===== src/design/nrfp_pkg.sv =====
// ----------------------------------------------------------------------------
// nrfp_pkg: shared types and constants of the response frame parser
// Parse phases, completion codes, beat structs and configuration layout.
// ----------------------------------------------------------------------------
package nrfp_pkg;

  // Byte values seen on the link
  localparam logic [7:0] BYTE_00   = 8'h00;
  localparam logic [7:0] BYTE_FF   = 8'hFF;
  localparam logic [7:0] ERR_FORM  = 8'h01;
  localparam logic [7:0] TFI_RESP  = 8'hD5;

  // Configuration port layout
  localparam int unsigned CFG_IDX_W  = 1;
  localparam int unsigned CFG_DATA_W = 16;
  localparam logic [CFG_IDX_W-1:0] CFG_EXPECTED_COMMAND = 1'b0;
  localparam logic [CFG_IDX_W-1:0] CFG_MAX_PAYLOAD_LEN  = 1'b1;
  localparam logic [15:0] MAX_PAYLOAD_RESET = 16'd264;

  typedef enum logic [3:0] {
    PH_IDLE,
    PH_PRE1,
    PH_PRE2,
    PH_FORM1,
    PH_FORM2,
    PH_ESKIP,
    PH_EXTHI,
    PH_EXTLO,
    PH_EXTLCS,
    PH_TFI,
    PH_CMD,
    PH_DATA,
    PH_DCS,
    PH_POST
  } phase_t;

  typedef enum logic [3:0] {
    ST_OK        = 4'd0,
    ST_PREAMBLE  = 4'd1,
    ST_APP_ERR   = 4'd2,
    ST_LEN_CSUM  = 4'd3,
    ST_TOO_LONG  = 4'd4,
    ST_TFI       = 4'd5,
    ST_CMD       = 4'd6,
    ST_DATA_CSUM = 4'd7,
    ST_POSTAMBLE = 4'd8
  } status_t;

  typedef struct packed {
    logic [7:0] rx_byte;
    logic       frame_start;
  } in_beat_t;

  typedef struct packed {
    logic        data_valid;
    logic [7:0]  data_byte;
    logic        done_res;
    status_t     status;
    logic [15:0] payload_len;
  } out_beat_t;

  typedef struct packed {
    logic [7:0]  expected_command;
    logic [15:0] max_payload_len;
  } cfg_t;

endpackage


===== src/design/nrfp_in_if.sv =====
// ----------------------------------------------------------------------------
// nrfp_in_if: received byte channel
// Valid/ready channel carrying one received byte and its frame start mark.
// ----------------------------------------------------------------------------
interface nrfp_in_if;
  logic       valid;
  logic       ready;
  logic [7:0] rx_byte;
  logic       frame_start;

  modport source (output valid, output rx_byte, output frame_start, input ready);
  modport sink   (input valid, input rx_byte, input frame_start, output ready);
endinterface


===== src/design/nrfp_out_if.sv =====
// ----------------------------------------------------------------------------
// nrfp_out_if: parser result channel
// Valid/ready channel carrying payload pass-through and frame completion.
// ----------------------------------------------------------------------------
interface nrfp_out_if;
  logic        valid;
  logic        ready;
  logic        data_valid;
  logic [7:0]  data_byte;
  logic        done_res;
  logic [3:0]  status;
  logic [15:0] payload_len;

  modport source (output valid, output data_valid, output data_byte, output done_res,
                  output status, output payload_len, input ready);
  modport sink   (input valid, input data_valid, input data_byte, input done_res,
                  input status, input payload_len, output ready);
endinterface


===== src/design/nfc_response_frame_parser_core.sv =====
// ----------------------------------------------------------------------------
// nfc_response_frame_parser_core: controller response frame parser
// Input register, parse state machine and result register for one byte/beat.
// ----------------------------------------------------------------------------
// Usage:
//   rx    - one received byte per beat; frame_start marks the first byte of
//           a response and restarts the parser at any point.
//   res   - one result per input beat: a passed-through payload byte
//           (data_valid), a frame end (done_res with status, and payload_len
//           on success), or an all-zero beat for framing bytes.
//   cfg_* - register writes (expected command, payload length limit), made
//           while no beat is in flight.
// Pipeline: the accepting edge loads the input register, and the result
// register is loaded from it once the result side can advance.
// Throughput: one byte per cycle while res is not held; the parse state
// machine updates its phase, counters and checksums once per byte.
// Reset: synchronous; clears both pipeline valid flags, returns the parser to
// waiting for a frame start and loads the register reset values.
// Stall: while res is held, the input register keeps one more byte and rx
// ready drops until the result beat is taken; nothing is lost or repeated.
// ----------------------------------------------------------------------------
module nfc_response_frame_parser_core
  import nrfp_pkg::*;
(
  input  logic                  clk,
  input  logic                  rst,
  input  logic                  cfg_we,
  input  logic [CFG_IDX_W-1:0]  cfg_index,
  input  logic [CFG_DATA_W-1:0] cfg_wdata,
  nrfp_in_if.sink               rx,
  nrfp_out_if.source            res
);

  cfg_t      cfg;
  in_beat_t  in_q;
  logic      in_q_valid;
  logic      out_valid;
  out_beat_t res_q;
  out_beat_t result;
  logic      advance;
  logic      fire;

  // Configuration registers
  nrfp_cfg_regs u_cfg (
    .clk       (clk),
    .rst       (rst),
    .cfg_we    (cfg_we),
    .cfg_index (cfg_index),
    .cfg_wdata (cfg_wdata),
    .cfg       (cfg)
  );

  // Pipeline control: result register free or being drained
  assign advance  = !out_valid || res.ready;
  assign fire     = in_q_valid && advance;
  assign rx.ready = !in_q_valid || advance;

  // Input register
  always_ff @(posedge clk) begin
    if (rst) begin
      in_q_valid <= 1'b0;
    end else if (rx.ready) begin
      in_q_valid <= rx.valid;
    end
  end

  always_ff @(posedge clk) begin
    if (rx.valid && rx.ready) begin
      in_q.rx_byte     <= rx.rx_byte;
      in_q.frame_start <= rx.frame_start;
    end
  end

  // Parse state machine
  nrfp_parser u_parser (
    .clk    (clk),
    .rst    (rst),
    .fire   (fire),
    .beat   (in_q),
    .cfg    (cfg),
    .result (result)
  );

  // Result register
  always_ff @(posedge clk) begin
    if (rst) begin
      out_valid <= 1'b0;
    end else if (advance) begin
      out_valid <= fire;
    end
  end

  always_ff @(posedge clk) begin
    if (fire) begin
      res_q <= result;
    end
  end

  assign res.valid       = out_valid;
  assign res.data_valid  = res_q.data_valid;
  assign res.data_byte   = res_q.data_byte;
  assign res.done_res    = res_q.done_res;
  assign res.status      = res_q.status;
  assign res.payload_len = res_q.payload_len;

`ifndef SYNTHESIS
  // A beat is either a payload byte or a frame end, never both
  a_one_kind: assert property (@(posedge clk) disable iff (rst)
    res.valid |-> !(res.data_valid && res.done_res))
    else $error("payload byte and frame end in one beat");

  // Status and length are zero unless the beat ends a frame
  a_quiet_fields: assert property (@(posedge clk) disable iff (rst)
    res.valid && !res.done_res |-> res.status == ST_OK && res.payload_len == '0)
    else $error("status or length set without frame end");

  // A waiting input byte is held while the result side is stalled
  a_in_hold: assert property (@(posedge clk) disable iff (rst)
    in_q_valid && !advance |=> in_q_valid && $stable(in_q))
    else $error("input register lost a byte under stall");
`endif

endmodule


===== src/design/nrfp_cfg_regs.sv =====
// ----------------------------------------------------------------------------
// nrfp_cfg_regs: configuration registers
// Decodes the write port into the expected command and payload length limit.
// ----------------------------------------------------------------------------
module nrfp_cfg_regs
  import nrfp_pkg::*;
(
  input  logic                  clk,
  input  logic                  rst,
  input  logic                  cfg_we,
  input  logic [CFG_IDX_W-1:0]  cfg_index,
  input  logic [CFG_DATA_W-1:0] cfg_wdata,
  output cfg_t                  cfg
);

  // Register write decode
  always_ff @(posedge clk) begin
    if (rst) begin
      cfg.expected_command <= '0;
      cfg.max_payload_len  <= MAX_PAYLOAD_RESET;
    end else if (cfg_we) begin
      unique case (cfg_index)
        CFG_EXPECTED_COMMAND: cfg.expected_command <= cfg_wdata[7:0];
        CFG_MAX_PAYLOAD_LEN:  cfg.max_payload_len  <= cfg_wdata[15:0];
      endcase
    end
  end

endmodule


===== src/design/nrfp_parser.sv =====
// ----------------------------------------------------------------------------
// nrfp_parser: frame parse state machine
// Holds the parse phase, counters and running sums; forms one result per beat.
// ----------------------------------------------------------------------------
module nrfp_parser
  import nrfp_pkg::*;
(
  input  logic      clk,
  input  logic      rst,
  input  logic      fire,
  input  in_beat_t  beat,
  input  cfg_t      cfg,
  output out_beat_t result
);

  phase_t      phase, phase_next;
  logic [15:0] remaining_count, remaining_count_next;
  logic [15:0] length_value, length_value_next;
  logic [7:0]  length_sum, length_sum_next;
  logic [7:0]  data_sum, data_sum_next;
  logic [1:0]  skip_count, skip_count_next;

  logic [7:0]  b;
  logic [15:0] len_sel;
  logic [15:0] len_m2;
  logic        len_bad;
  logic [8:0]  norm_sum;
  logic [7:0]  ext_sum;
  logic [8:0]  cmd_want;
  logic [7:0]  data_sum_add;
  logic [15:0] remaining_dec;

  assign b = beat.rx_byte;

  // Shared length check: normal LEN or extended 16-bit length
  assign len_sel  = (phase == PH_EXTLCS) ? length_value : {8'h00, length_sum};
  assign len_m2   = len_sel - 16'd2;
  assign len_bad  = (len_sel < 16'd2) || (len_m2 > cfg.max_payload_len);

  assign norm_sum      = {1'b0, length_sum} + {1'b0, b};
  assign ext_sum       = length_sum + b;
  assign cmd_want      = {1'b0, cfg.expected_command} + 9'd1;
  assign data_sum_add  = data_sum + b;
  assign remaining_dec = remaining_count - 16'd1;

  // State registers, advanced once per processed beat
  always_ff @(posedge clk) begin
    if (rst) begin
      phase           <= PH_IDLE;
      remaining_count <= '0;
      length_value    <= '0;
      length_sum      <= '0;
      data_sum        <= '0;
      skip_count      <= '0;
    end else if (fire) begin
      phase           <= phase_next;
      remaining_count <= remaining_count_next;
      length_value    <= length_value_next;
      length_sum      <= length_sum_next;
      data_sum        <= data_sum_next;
      skip_count      <= skip_count_next;
    end
  end

  // Next state and result
  always_comb begin
    phase_next           = phase;
    remaining_count_next = remaining_count;
    length_value_next    = length_value;
    length_sum_next      = length_sum;
    data_sum_next        = data_sum;
    skip_count_next      = skip_count;
    result               = '0;
    result.status        = ST_OK;

    if (beat.frame_start) begin
      if (b == BYTE_00) begin
        phase_next = PH_PRE1;
      end else begin
        result.done_res = 1'b1;
        result.status   = ST_PREAMBLE;
        phase_next      = PH_IDLE;
      end
    end else begin
      unique case (phase)
        PH_IDLE: begin
          phase_next = PH_IDLE;
        end
        PH_PRE1: begin
          priority if (b == BYTE_FF) begin
            phase_next = PH_FORM1;
          end else if (b == BYTE_00) begin
            phase_next = PH_PRE2;
          end else begin
            result.done_res = 1'b1;
            result.status   = ST_PREAMBLE;
            phase_next      = PH_IDLE;
          end
        end
        PH_PRE2: begin
          if (b == BYTE_FF) begin
            phase_next = PH_FORM1;
          end else begin
            result.done_res = 1'b1;
            result.status   = ST_PREAMBLE;
            phase_next      = PH_IDLE;
          end
        end
        PH_FORM1: begin
          length_sum_next = b;
          phase_next      = PH_FORM2;
        end
        PH_FORM2: begin
          priority if (length_sum == ERR_FORM && b == BYTE_FF) begin
            skip_count_next = '0;
            phase_next      = PH_ESKIP;
          end else if (length_sum == BYTE_FF && b == BYTE_FF) begin
            phase_next = PH_EXTHI;
          end else if (norm_sum != 9'd256) begin
            result.done_res = 1'b1;
            result.status   = ST_LEN_CSUM;
            phase_next      = PH_IDLE;
          end else if (len_bad) begin
            result.done_res = 1'b1;
            result.status   = ST_TOO_LONG;
            phase_next      = PH_IDLE;
          end else begin
            length_value_next    = len_m2;
            remaining_count_next = len_m2;
            phase_next           = PH_TFI;
          end
        end
        PH_ESKIP: begin
          if (skip_count >= 2'd2) begin
            skip_count_next = '0;
            result.done_res = 1'b1;
            result.status   = ST_APP_ERR;
            phase_next      = PH_IDLE;
          end else begin
            skip_count_next = skip_count + 2'd1;
          end
        end
        PH_EXTHI: begin
          length_value_next = {8'h00, b};
          length_sum_next   = b;
          phase_next        = PH_EXTLO;
        end
        PH_EXTLO: begin
          length_value_next = {length_value[7:0], b};
          length_sum_next   = ext_sum;
          phase_next        = PH_EXTLCS;
        end
        PH_EXTLCS: begin
          priority if (ext_sum != 8'h00) begin
            result.done_res = 1'b1;
            result.status   = ST_LEN_CSUM;
            phase_next      = PH_IDLE;
          end else if (len_bad) begin
            result.done_res = 1'b1;
            result.status   = ST_TOO_LONG;
            phase_next      = PH_IDLE;
          end else begin
            length_value_next    = len_m2;
            remaining_count_next = len_m2;
            phase_next           = PH_TFI;
          end
        end
        PH_TFI: begin
          if (b != TFI_RESP) begin
            result.done_res = 1'b1;
            result.status   = ST_TFI;
            phase_next      = PH_IDLE;
          end else begin
            data_sum_next = b;
            phase_next    = PH_CMD;
          end
        end
        PH_CMD: begin
          if ({1'b0, b} != cmd_want) begin
            result.done_res = 1'b1;
            result.status   = ST_CMD;
            phase_next      = PH_IDLE;
          end else begin
            data_sum_next = data_sum_add;
            phase_next    = (remaining_count != '0) ? PH_DATA : PH_DCS;
          end
        end
        PH_DATA: begin
          result.data_valid    = 1'b1;
          result.data_byte     = b;
          data_sum_next        = data_sum_add;
          remaining_count_next = remaining_dec;
          if (remaining_dec == '0) begin
            phase_next = PH_DCS;
          end
        end
        PH_DCS: begin
          if (data_sum_add != 8'h00) begin
            result.done_res = 1'b1;
            result.status   = ST_DATA_CSUM;
            phase_next      = PH_IDLE;
          end else begin
            phase_next = PH_POST;
          end
        end
        PH_POST: begin
          result.done_res = 1'b1;
          phase_next      = PH_IDLE;
          if (b != BYTE_00) begin
            result.status = ST_POSTAMBLE;
          end else begin
            result.status      = ST_OK;
            result.payload_len = length_value;
          end
        end
        default: begin
          phase_next = PH_IDLE;
        end
      endcase
    end
  end

`ifndef SYNTHESIS
  // A finished frame always leaves the parser waiting for a new start
  a_done_to_idle: assert property (@(posedge clk) disable iff (rst)
    fire && result.done_res |=> phase == PH_IDLE)
    else $error("parser not idle after frame end");

  // Payload bytes come only from the data phase of a running frame
  a_data_in_phase: assert property (@(posedge clk) disable iff (rst)
    fire && result.data_valid |-> phase == PH_DATA && !beat.frame_start)
    else $error("payload byte outside data phase");

  // The data phase never runs with an exhausted byte count
  a_data_count: assert property (@(posedge clk) disable iff (rst)
    phase == PH_DATA |-> remaining_count != '0)
    else $error("data phase with zero remaining count");
`endif

endmodule


===== src/flat_wrapper.sv =====
// flat-port wrapper written by rule: the top's interface ports become plain ports
module nfc_response_frame_parser_core_flat import nrfp_pkg::*;
  (clk, rst, cfg_we, cfg_index, cfg_wdata, rx_valid, rx_rx_byte, rx_frame_start, rx_ready, res_valid, res_data_valid, res_data_byte, res_done_res, res_status, res_payload_len, res_ready);
  nrfp_in_if rx_i ();
  nrfp_out_if res_i ();
  input  logic clk;
  input  logic rst;
  input  logic cfg_we;
  input  logic [CFG_IDX_W-1:0] cfg_index;
  input  logic [CFG_DATA_W-1:0] cfg_wdata;
  input wire logic [$bits(rx_i.valid)-1:0] rx_valid;
  input wire logic [$bits(rx_i.rx_byte)-1:0] rx_rx_byte;
  input wire logic [$bits(rx_i.frame_start)-1:0] rx_frame_start;
  output wire logic [$bits(rx_i.ready)-1:0] rx_ready;
  output wire logic [$bits(res_i.valid)-1:0] res_valid;
  output wire logic [$bits(res_i.data_valid)-1:0] res_data_valid;
  output wire logic [$bits(res_i.data_byte)-1:0] res_data_byte;
  output wire logic [$bits(res_i.done_res)-1:0] res_done_res;
  output wire logic [$bits(res_i.status)-1:0] res_status;
  output wire logic [$bits(res_i.payload_len)-1:0] res_payload_len;
  input wire logic [$bits(res_i.ready)-1:0] res_ready;
  assign rx_i.valid = rx_valid;
  assign rx_i.rx_byte = rx_rx_byte;
  assign rx_i.frame_start = rx_frame_start;
  assign rx_ready = rx_i.ready;
  assign res_valid = res_i.valid;
  assign res_data_valid = res_i.data_valid;
  assign res_data_byte = res_i.data_byte;
  assign res_done_res = res_i.done_res;
  assign res_status = res_i.status;
  assign res_payload_len = res_i.payload_len;
  assign res_i.ready = res_ready;
  nfc_response_frame_parser_core u_core (.clk(clk), .rst(rst), .cfg_we(cfg_we), .cfg_index(cfg_index), .cfg_wdata(cfg_wdata), .rx(rx_i), .res(res_i));
endmodule

===== config.mk =====
export PLATFORM = sky130hd
export DESIGN_NAME = nfc_response_frame_parser_core_flat
export DESIGN_NICKNAME = d
export VERILOG_FILES = /design/src/design/nrfp_pkg.sv /design/src/design/nrfp_in_if.sv /design/src/design/nrfp_out_if.sv /design/src/design/nfc_response_frame_parser_core.sv /design/src/design/nrfp_cfg_regs.sv /design/src/design/nrfp_parser.sv /design/src/flat_wrapper.sv
export SDC_FILE = /design/constraint.sdc
export NUM_CORES = 1
export LEC_CHECK = 0
export ABC_AREA = 1
export BUFFER_PORTS_ARGS = -buffer_cell sky130_fd_sc_hd__clkbuf_2
export CAP_MARGIN = 40
export CORE_MARGIN = 5
export CORE_UTILIZATION = 41
export DETAILED_ROUTE_END_ITERATION = 8
export GPL_TIMING_DRIVEN = 0
export HOLD_SLACK_MARGIN = 0.12
export SKIP_LAST_GASP = 1
export SLEW_MARGIN = 40
export SYNTH_ARGS = -nofsm -noshare
export SYNTH_HDL_FRONTEND = slang
export SYNTH_SLANG_ARGS = --single-unit

===== constraint.sdc =====
create_clock -name clk -period 3.2 [get_ports clk]
set_input_delay 0.64 -clock clk [delete_from_list [all_inputs] [get_ports clk]]
set_output_delay 0.64 -clock clk [all_outputs]
set_load 0.02 [all_outputs]

==> results of run 1 <==
==> cell usage in the layout (no fill, tap or decap), types with 4 or more instances in the layout <==
cell,synthesis,layout
a221oi_1,5,5
xor2_1,22,19
a21oi_1,75,65
nand4_1,20,20
edfxtp_1,39,39
dfxtp_1,80,76
o21ai_0,67,65
inv_1,142,135
nand3b_1,4,4
nand2_1,279,255
clkinvlp_4,0,6
clkbuf_2,0,61
inv_4,1,4
clkinv_4,0,5
a211oi_1,4,4
ha_1,35,30
clkbuf_1,21,21
inv_2,8,11
nand3_1,66,58
nor2_4,6,10
buf_6,4,7
nor2_2,6,8
nor4_1,5,4
buf_12,1,4
nor2_1,128,122
a21oi_2,12,22
o2111ai_1,6,6
nand2_4,3,14
nand2_2,14,27
o21ai_1,7,7
dfxtp_4,0,4
xnor2_1,8,7
buf_4,1,39
nand3_2,2,9
nor3_1,17,15
ha_4,0,5
clkbuf_16,0,17
==> power groups by stage <==
| stage | sequential, uW | clock (uW) | combinational (uW) |
|---|---|---|---|
| after floorplan | 1690 | 0 | 163 |
| after global placement | 1680 | 0 | 279 |
| after detailed placement | 1670 | 0 | 282 |
| after CTS | 1640 | 1860 | 291 |
| after global routing | 1640 | 1940 | 340 |
| final | 1640 | 1850 | 301 |
==> final timing paths <==
kind	from	endpoint	slack, ns	cells past startpoint
max reg2reg	u_core.u_parser.phase[3]	u_core.u_parser.remaining_count[5]	-0.33	26
min reg2reg	u_core.u_cfg.cfg[1]	u_core.u_cfg.cfg[1]	0.46	2
min	rx_rx_byte[3]	u_core.in_q[4]	0.39	1
max	u_core.u_parser.phase[3]	u_core.u_parser.remaining_count[5]	-0.33	26
==> per-layer routing <==
layer  vias to the layer above  part of all wire (%)  track usage (%)
met5                         -                     0                0
met4                         0                   2.5            7.021
met3                        40                   5.0            3.809
met2                       225                    47            37.44
met1                      3648                    45            29.97
li1                       3934                     -                -
==> kinds of logic after synthesis <==
| logic type | synth area share (%) |
|---|---|
| AO/OA/AOI/OAI | 13.98 |
| XOR/XNOR | 4.158 |
| adder cells (fa/ha/maj) | 6.063 |
| buffers and inverters | 9.332 |
| flip-flops | 35.17 |
| AND/OR/NAND/NOR | 31.30 |
==> registers in the layout, summed over array words and instances, names as in the netlist <==
name / flops
u_core.u_parser.skip_count: 2
u_core.res.done_res: 1
u_core.res.data_byte: 8
u_core.u_cfg.cfg: 24
u_core.res.valid: 1
u_core.in_q_valid: 1
u_core.res.payload_len: 16
u_core.res.status: 4
u_core.res.data_valid: 1
u_core.u_parser.length_value: 16
u_core.u_parser.data_sum: 8
u_core.u_parser.remaining_count: 16
u_core.in_q: 9
u_core.u_parser.phase: 4
u_core.u_parser.length_sum: 8
==> worst reg2reg max path: stages (launching register included) <==
cell and delay, ns:
dfxtp_4 0.37, inv_4 0.04, nor2_4 0.08, nand2_2 0.08, buf_6 0.14, buf_4 0.14, o21ai_4 0.15, nand2_2 0.10
nor2_4 0.16, nand2_2 0.09, nor2_4 0.17, xor2_2 0.27, ha_1 0.28, nand2_1 0.12, nor2_1 0.07, a21oi_2 0.14
nand2_1 0.07, nand2_2 0.10, nand2_4 0.09, inv_4 0.08, o21ai_4 0.08, nand2_4 0.08, nand3_4 0.11, inv_4 0.10
buf_8 0.15, nand2_4 0.05, a21oi_2 0.13
==> area by class of cell <==
| type | count | area, um2 |
|---|---|---|
| fillers | 1843 | 8861 |
| inverters | 151 | 580.6 |
| multi-input cells | 822 | 4788 |
| plain buffers | 30 | 193.9 |
| well taps | 260 | 325.3 |
| clock buffers | 19 | 442.9 |
| flip-flops and latches | 119 | 2788 |
| clock inverters | 13 | 125.1 |
| repair buffers | 108 | 725.7 |
==> timing repair <==
| action | CTS | global route |
|---|---|---|
| cloned | 4 | 0 |
| buffers inserted | 31 | 10 |
| endpoints found under the setup margin | 36 | 39 |
| resized for setup | 70 | 40 |
| pin swaps | 31 | 20 |
==> per-stage QoR <==
step	instance area (um2)	total power [uW]
global placement	8562	1954
finish	9970	3791
detailed placement	8578	1957
CTS	9739	3796
global route	9970	3927
floorplan	7931	1852
==> tab_implementation.tex, run 1 <==
\begin{tabular}{lr}
\hline
Metric & Value \\
\hline
\multicolumn{2}{l}{\textbf{Synthesis}} \\
\quad Portion of the post-synthesis area used by sequential elements & 35.17\% \\
\quad Ys Warns & 0 \\
\quad Dominant cells by area after synthesis & dfxtp\_1, edfxtp\_1, nand2\_1 \\
\quad Area fraction of the dominant cell type after synthesis & about 20\% \\
\quad Yosys cell types & 50 \\
\quad Top post-synthesis cells by count & nand2\_1, inv\_1, nor2\_1, dfxtp\_1, a21oi\_1 \\
\quad Post-Syn Nets & 1190 \\
\quad Synth Cell Area & 7884 um2 \\
\quad FF+latch count, synth & roughly 120 \\
\quad Number of flops mapped to enable cells by yosys & 39 \\
\quad Most frequent cell after synthesis & nand2\_1 \\
\quad Proportion of synthesized flip-flops having asynchronous set or reset & 0\% \\
\quad Post-synthesis cell count & roughly 1100 \\
\quad Flip-flop cell with the highest count after synthesis & dfxtp\_1 \\
\quad Post-Synthesis Mean Instance Area & 7.027 um2 \\
\quad Biggest area consumer among synthesized cells & dfxtp\_1 \\
\multicolumn{2}{l}{\textbf{Global route}} \\
\quad Wire length of the first global-routing pass & 39290 um \\
\quad Number of antenna violations at the first check in global routing & 0 \\
\quad Congestion Overflow GR & 0 \\
\quad Total routing resource utilization after global routing & 22.52\% \\
\quad Via count of the first global-routing pass & between 7000 and 8000 \\
\quad Maximum number of pins on one net before global-route repair & 31 \\
\multicolumn{2}{l}{\textbf{Finish}} \\
\quad Area added between synthesis and finish & 26.46\% \\
\quad Total inserted antenna cells & 0 \\
\quad Number of standard cells in the layout, taps in and fillers out & roughly 1500 \\
\quad Share of the core filled with cells in the final layout & between 50\% and 60\% \\
\quad Share of post-route cells with drive strength above 1 & 22.82\% \\
\quad Number of nets at the end of the flow & 1317 \\
\multicolumn{2}{l}{\textbf{STA}} \\
\quad Portion of the clock cycle consumed by the worst path in the final layout & 110.2\% \\
\quad Final worst setup slack & -0.3276 ns \\
\quad Headroom to the max-slew limit & between 40\% and 50\% \\
\quad Fmax & $\sim$280 MHz \\
\quad Transition time of the tightest slew-check pin & around 0.8 ns \\
\quad Worst hold margin & between 0.3 and 0.4 ns \\
\quad Number of pins exceeding their max-slew limit in the final report & 0 \\
\quad Final clock skew & $\sim$0.011 ns \\
\quad Period minus WS final & between 3 and 4 ns \\
\quad Hold violation count in the final report & 0 \\
\quad \# setup viols final & 35 \\
\quad RSZ-0062 raised after global routing & yes \\
\quad Sum of negative setup slack & -9.698 ns \\
\multicolumn{2}{l}{\textbf{Placed design}} \\
\quad Routability Congestion & between 0.9 and 1 \\
\quad Number of placed cells counting well taps & $\sim$1400 \\
\quad Port-buffer cells & 61 \\
\quad Post-DP HPWL & about 18000 um \\
\quad Worst slack, placed & -0.7563 ns \\
\multicolumn{2}{l}{\textbf{Power}} \\
\quad Combinational share of power & a little under 8\% \\
\quad P\_leak & between 0.004 and 0.005 uW \\
\quad Fraction of power consumed by sequential logic & between 40\% and 50\% \\
\quad Maximum ir drop on the vdd rail & 0.0003256 V \\
\quad Clock power share & 48.8\% \\
\quad Pwr/cell area & 380.3 nW/um2 \\
\quad Int Power & between 2000 and 3000 uW \\
\quad Sw Share & 26.19\% \\
\quad Net switching power of the design & about 990 uW \\
\multicolumn{2}{l}{\textbf{Clocking}} \\
\quad TritonCTS clock tree & built \\
\quad Max Root-Sink Buffers & 2 \\
\quad Clk\_lat worst skew & about 0.42 ns \\
\quad Clock root buffer master & clkbuf\_16 \\
\quad Number of buffers created by CTS & 17 \\
\quad Clock sinks & approximately 120 \\
\quad CTS clock-pin slew for the worst setup and hold paths & 0.06 ns \\
\quad H-tree levels & 4 \\
\quad Hold buffers post-CTS & 0 \\
\multicolumn{2}{l}{\textbf{Die}} \\
\quad Die height & between 100 and 150 um \\
\quad Placeable core region & roughly 19000 um2 \\
\quad Number of standard-cell rows in the floorplan & 50 \\
\quad Die Wd & 148.7 um \\
\quad Number of top-level pins & 63 \\
\quad Effective utilization at floorplan & about two fifths \\
\quad Die outline area & 22100 um2 \\
\multicolumn{2}{l}{\textbf{Setup path}} \\
\quad Top Family by Delay on Critical Path & simple AND/OR/NAND/NOR gates \\
\quad Nature of the critical path endpoint & flop \\
\quad Crit path launch type & flop \\
\quad CP Class & reg2reg \\
\quad Maximum fanout encountered on the critical timing path & 5 \\
\quad Worst path slowest cell & dfxtp\_4 \\
\quad Critical path's most frequent cell & nand2\_2 \\
\quad Largest incremental delay on the critical path & $\sim$0.37 ns \\
\quad Buffering stage count on the worst path with inverters included & 6 \\
\quad Signal arrival time at the worst endpoint & between 3 and 4 ns \\
\quad Required @ worst endpoint & between 3 and 4 ns \\
\multicolumn{2}{l}{\textbf{Drt}} \\
\quad Remaining antenna violation count after routing & 0 \\
\quad Count of vias placed by the detailed router & between 7000 and 8000 \\
\quad First drt pass iteration count & 5 \\
\quad Remaining DRCs & 0 \\
\quad Mean number of vias per cell & 5.156 \\
\quad Post-Route WL & $\sim$25000 um \\
\quad Violation count after the first detailed-route iteration & approximately 620 \\
\quad Average wire per standard cell & 16.30 um \\
\multicolumn{2}{l}{\textbf{Status}} \\
\quad Outcome & finished with violations \\
\quad Violations in the final reports & setup timing \\
\multicolumn{2}{l}{\textbf{Min path}} \\
\quad Hold/Removal Path Class & in2reg \\
\multicolumn{2}{l}{\textbf{Job}} \\
\quad Count of max-cap constraint violations & 0 \\
\hline
\end{tabular}
No activity file was read; power rests on OpenSTA's default activity.
==> inputs of run 2 (changes only) <==
--- a/config.mk
+++ b/config.mk
@@ -9,12 +9,13 @@
 export BUFFER_PORTS_ARGS = -buffer_cell sky130_fd_sc_hd__clkbuf_2
 export CAP_MARGIN = 40
 export CORE_MARGIN = 5
-export CORE_UTILIZATION = 41
+export CORE_UTILIZATION = 55
 export DETAILED_ROUTE_END_ITERATION = 8
 export GPL_TIMING_DRIVEN = 0
 export HOLD_SLACK_MARGIN = 0.12
+export PLACE_DENSITY = 0.77
 export SKIP_LAST_GASP = 1
-export SLEW_MARGIN = 40
+export SLEW_MARGIN = 20
 export SYNTH_ARGS = -nofsm -noshare
 export SYNTH_HDL_FRONTEND = slang
 export SYNTH_SLANG_ARGS = --single-unit
==> tab_implementation.tex, run 2 (same netlist as run 1, synthesis figures left out) <==
\begin{tabular}{lr}
\hline
Metric & Value \\
\hline
\multicolumn{2}{l}{\textbf{Status}} \\
\quad Outcome & finished with violations \\
\quad Violations in the final reports & setup timing \\
\multicolumn{2}{l}{\textbf{Clocking}} \\
\quad Clk\_lat worst skew & 0.43 ns (about the same) \\
\quad H-tree levels & 4 (unchanged) \\
\quad Max Root-Sink Buffers & 2 (unchanged) \\
\quad TritonCTS clock tree & built \\
\quad Number of buffers created by CTS & 17 (unchanged) \\
\quad CTS clock-pin slew for the worst setup and hold paths & 0.06 ns (about the same) \\
\quad Clock root buffer master & clkbuf\_16 \\
\quad Clock sinks & 119 (unchanged) \\
\multicolumn{2}{l}{\textbf{Placed design}} \\
\quad Routability Congestion & 0.9732 (+5.4\%) \\
\quad Port-buffer cells & 61 (unchanged) \\
\quad Post-DP HPWL & 17650 um (-2.7\%) \\
\multicolumn{2}{l}{\textbf{Global route}} \\
\quad Maximum number of pins on one net before global-route repair & 31 (unchanged) \\
\quad Wire length of the first global-routing pass & 39670 um (+0.97\%) \\
\quad Via count of the first global-routing pass & 7948 (+7.6\%) \\
\quad Congestion Overflow GR & 0 (unchanged) \\
\quad Number of antenna violations at the first check in global routing & 0 (unchanged) \\
\quad Total routing resource utilization after global routing & 30.35\% (+7.8 points) \\
\multicolumn{2}{l}{\textbf{Finish}} \\
\quad Most common cell after layout, fill and taps aside & nand2\_1 \\
\quad Most frequent cells in the layout & nand2\_1, inv\_1, nor2\_1, dfxtp\_1, a21oi\_1 \\
\quad Share of post-route cells with drive strength above 1 & 21.72\% (-1.1 points) \\
\quad Fill cell instance count of the final layout & 1168 (-37\%) \\
\quad Flip-flop count of the largest register after layout & 24 (unchanged) \\
\quad Area added between synthesis and finish & 23.44\% \\
\quad Total inserted antenna cells & 0 (unchanged) \\
\quad Register with the most flip-flops & u\_core.u\_cfg.cfg \\
\quad Share of the core filled with cells in the final layout & 69.57\% (+17 points) \\
\quad Number of nets at the end of the flow & 1312 (-0.38\%) \\
\multicolumn{2}{l}{\textbf{Drt}} \\
\quad Average wire per standard cell & 17.50 um (+7.3\%) \\
\quad Remaining antenna violation count after routing & 0 (unchanged) \\
\quad Count of vias placed by the detailed router & 8169 (+4.1\%) \\
\quad Post-Route WL & 25150 um (+1.3\%) \\
\quad First drt pass iteration count & 6 (+1) \\
\quad Remaining DRCs & 0 (unchanged) \\
\quad Mean number of vias per cell & 5.685 (+10\%) \\
\quad Violation count after the first detailed-route iteration & 683 (+9.5\%) \\
\multicolumn{2}{l}{\textbf{Power}} \\
\quad Total power after layout & 3902 uW (+2.9\%) \\
\quad Pwr/cell area & 400.9 nW/um2 (+5.4\%) \\
\quad Maximum ir drop on the vdd rail & 0.0003656 V (+12\%) \\
\quad P\_leak & 0.004373 uW (-0.87\%) \\
\multicolumn{2}{l}{\textbf{Setup path}} \\
\quad CP Class & reg2reg \\
\quad Signal arrival time at the worst endpoint & 4.01 ns (+0.14 ns) \\
\quad Largest incremental delay on the critical path & 0.37 ns (about the same) \\
\quad Nature of the critical path endpoint & flop \\
\quad Worst path slowest cell & dfxtp\_4 \\
\quad Crit path launch type & flop \\
\quad Maximum fanout encountered on the critical timing path & 8 (+3) \\
\quad Required @ worst endpoint & 3.55 ns (about the same) \\
\quad Critical path's most frequent cell & nor2\_1 \\
\multicolumn{2}{l}{\textbf{STA}} \\
\quad Sum of negative setup slack & -14.58 ns (-4.880 ns) \\
\quad Portion of the clock cycle consumed by the worst path in the final layout & 114.3\% (+4.1 points) \\
\quad Worst hold margin & 0.3838 ns (-0.002676 ns) \\
\quad RSZ-0062 raised after global routing & yes \\
\quad Hold violation count in the final report & 0 (unchanged) \\
\quad Period minus WS final & 3.659 ns (+0.1313 ns) \\
\quad Fmax & 273.3 MHz (-3.6\%) \\
\quad Final clock skew & 0.007335 ns (-0.003692 ns) \\
\quad \# setup viols final & 36 (+2.9\%) \\
\quad Number of pins exceeding their max-slew limit in the final report & 0 (unchanged) \\
\quad Headroom to the max-slew limit & 45.13\% (-0.74 points) \\
\quad Final worst setup slack & -0.4589 ns (-0.1313 ns) \\
\quad Transition time of the tightest slew-check pin & 0.8231 ns (+0.01113 ns) \\
\multicolumn{2}{l}{\textbf{Min path}} \\
\quad Hold/Removal Path Class & in2reg \\
\multicolumn{2}{l}{\textbf{Die}} \\
\quad Die outline area & 16830 um2 (-24\%) \\
\quad Effective utilization at floorplan & 56.36\% (+14 points) \\
\quad Die height & 129.7 um (-13\%) \\
\quad Placeable core region & 13990 um2 (-26\%) \\
\quad Number of standard-cell rows in the floorplan & 43 (-14\%) \\
\quad Die Wd & 129.7 um (-13\%) \\
\quad Number of top-level pins & 63 (unchanged) \\
\multicolumn{2}{l}{\textbf{Job}} \\
\quad Count of max-cap constraint violations & 0 (unchanged) \\
\hline
\end{tabular}
-- run 2: cell types whose count changed in the layout (fill, tap and decap cells not counted), sizes merged --
cell | before | now
buf | 57 | 50
clkbuf | 100 | 103
clkinv | 6 | 3
clkinvlp | 6 | 1
inv | 151 | 158
-- run 2: worst paths after layout --
path / start / endpoint / slack [ns] / depth (start not counted)
setup reg to reg: u_core.u_parser.phase[3] / u_core.u_parser.remaining_count[1] / -0.46 / 26
hold / removal: rx_frame_start / u_core.in_q[0] / 0.38 / 1
setup / recovery: u_core.u_parser.phase[3] / u_core.u_parser.remaining_count[1] / -0.46 / 26
hold reg to reg: u_core.u_cfg.cfg[14] / u_core.u_cfg.cfg[14] / 0.46 / 2
-- run 2: report_power, final --
part	leakage [uW]	switching, uW	total, uW	internal, uW
sequential	0.00101	34.2	1640	1600
combinational	0.00306	199	295	95.6
clock	0.000304	757	1970	1210
-- run 2: critical path: cells and delay by family, from the launching register on --
| family | cells | cell delay, ns |
|---|---|---|
| AO/OA/AOI/OAI | 3 | 0.32 |
| XOR/XNOR | 1 | 0.22 |
| adder cells (fa/ha/maj) | 1 | 0.32 |
| buffers and inverters | 6 | 0.62 |
| flip-flops | 1 | 0.37 |
| AND/OR/NAND/NOR | 15 | 1.73 |
-- run 2: metrics by stage --
step                cells  instance area (um2)  worst slack, ns
floorplan            1122                 7931        0.0007658
global placement     1363                 8462          -0.6646
detailed placement   1364                 8476          -0.6999
CTS                  1430                 9560          -0.2808
global route         1437                 9732          -0.5802
finish               1437                 9732          -0.4589
-- run 2: what timing repair did --
item	CTS	global route
pin swaps	17	15
buffers inserted	32	7
hold buffers	0	0
setup endpoints to repair	36	38
gates cloned	2	0
gates resized for setup	50	34
-- run 2: layer usage --
layer  routed length [um]  GRT usage [%]
met1                 9752          36.04
met2                11820          50.05
met3                 1859          6.058
met4                 1718          19.74
met5                    0              0
-- run 2: cell type report --
class	instances	area [um2]	area share, %
buffer	30	183.9	1.890
clock buffer	20	500.5	5.143
clock inverter	12	106.4	1.093
inverter	151	574.3	5.901
multi-input combinational	822	4697	48.26
sequential	119	2788	28.64
tap	180	225.2	2.314
timing repair buffer	103	656.9	6.750
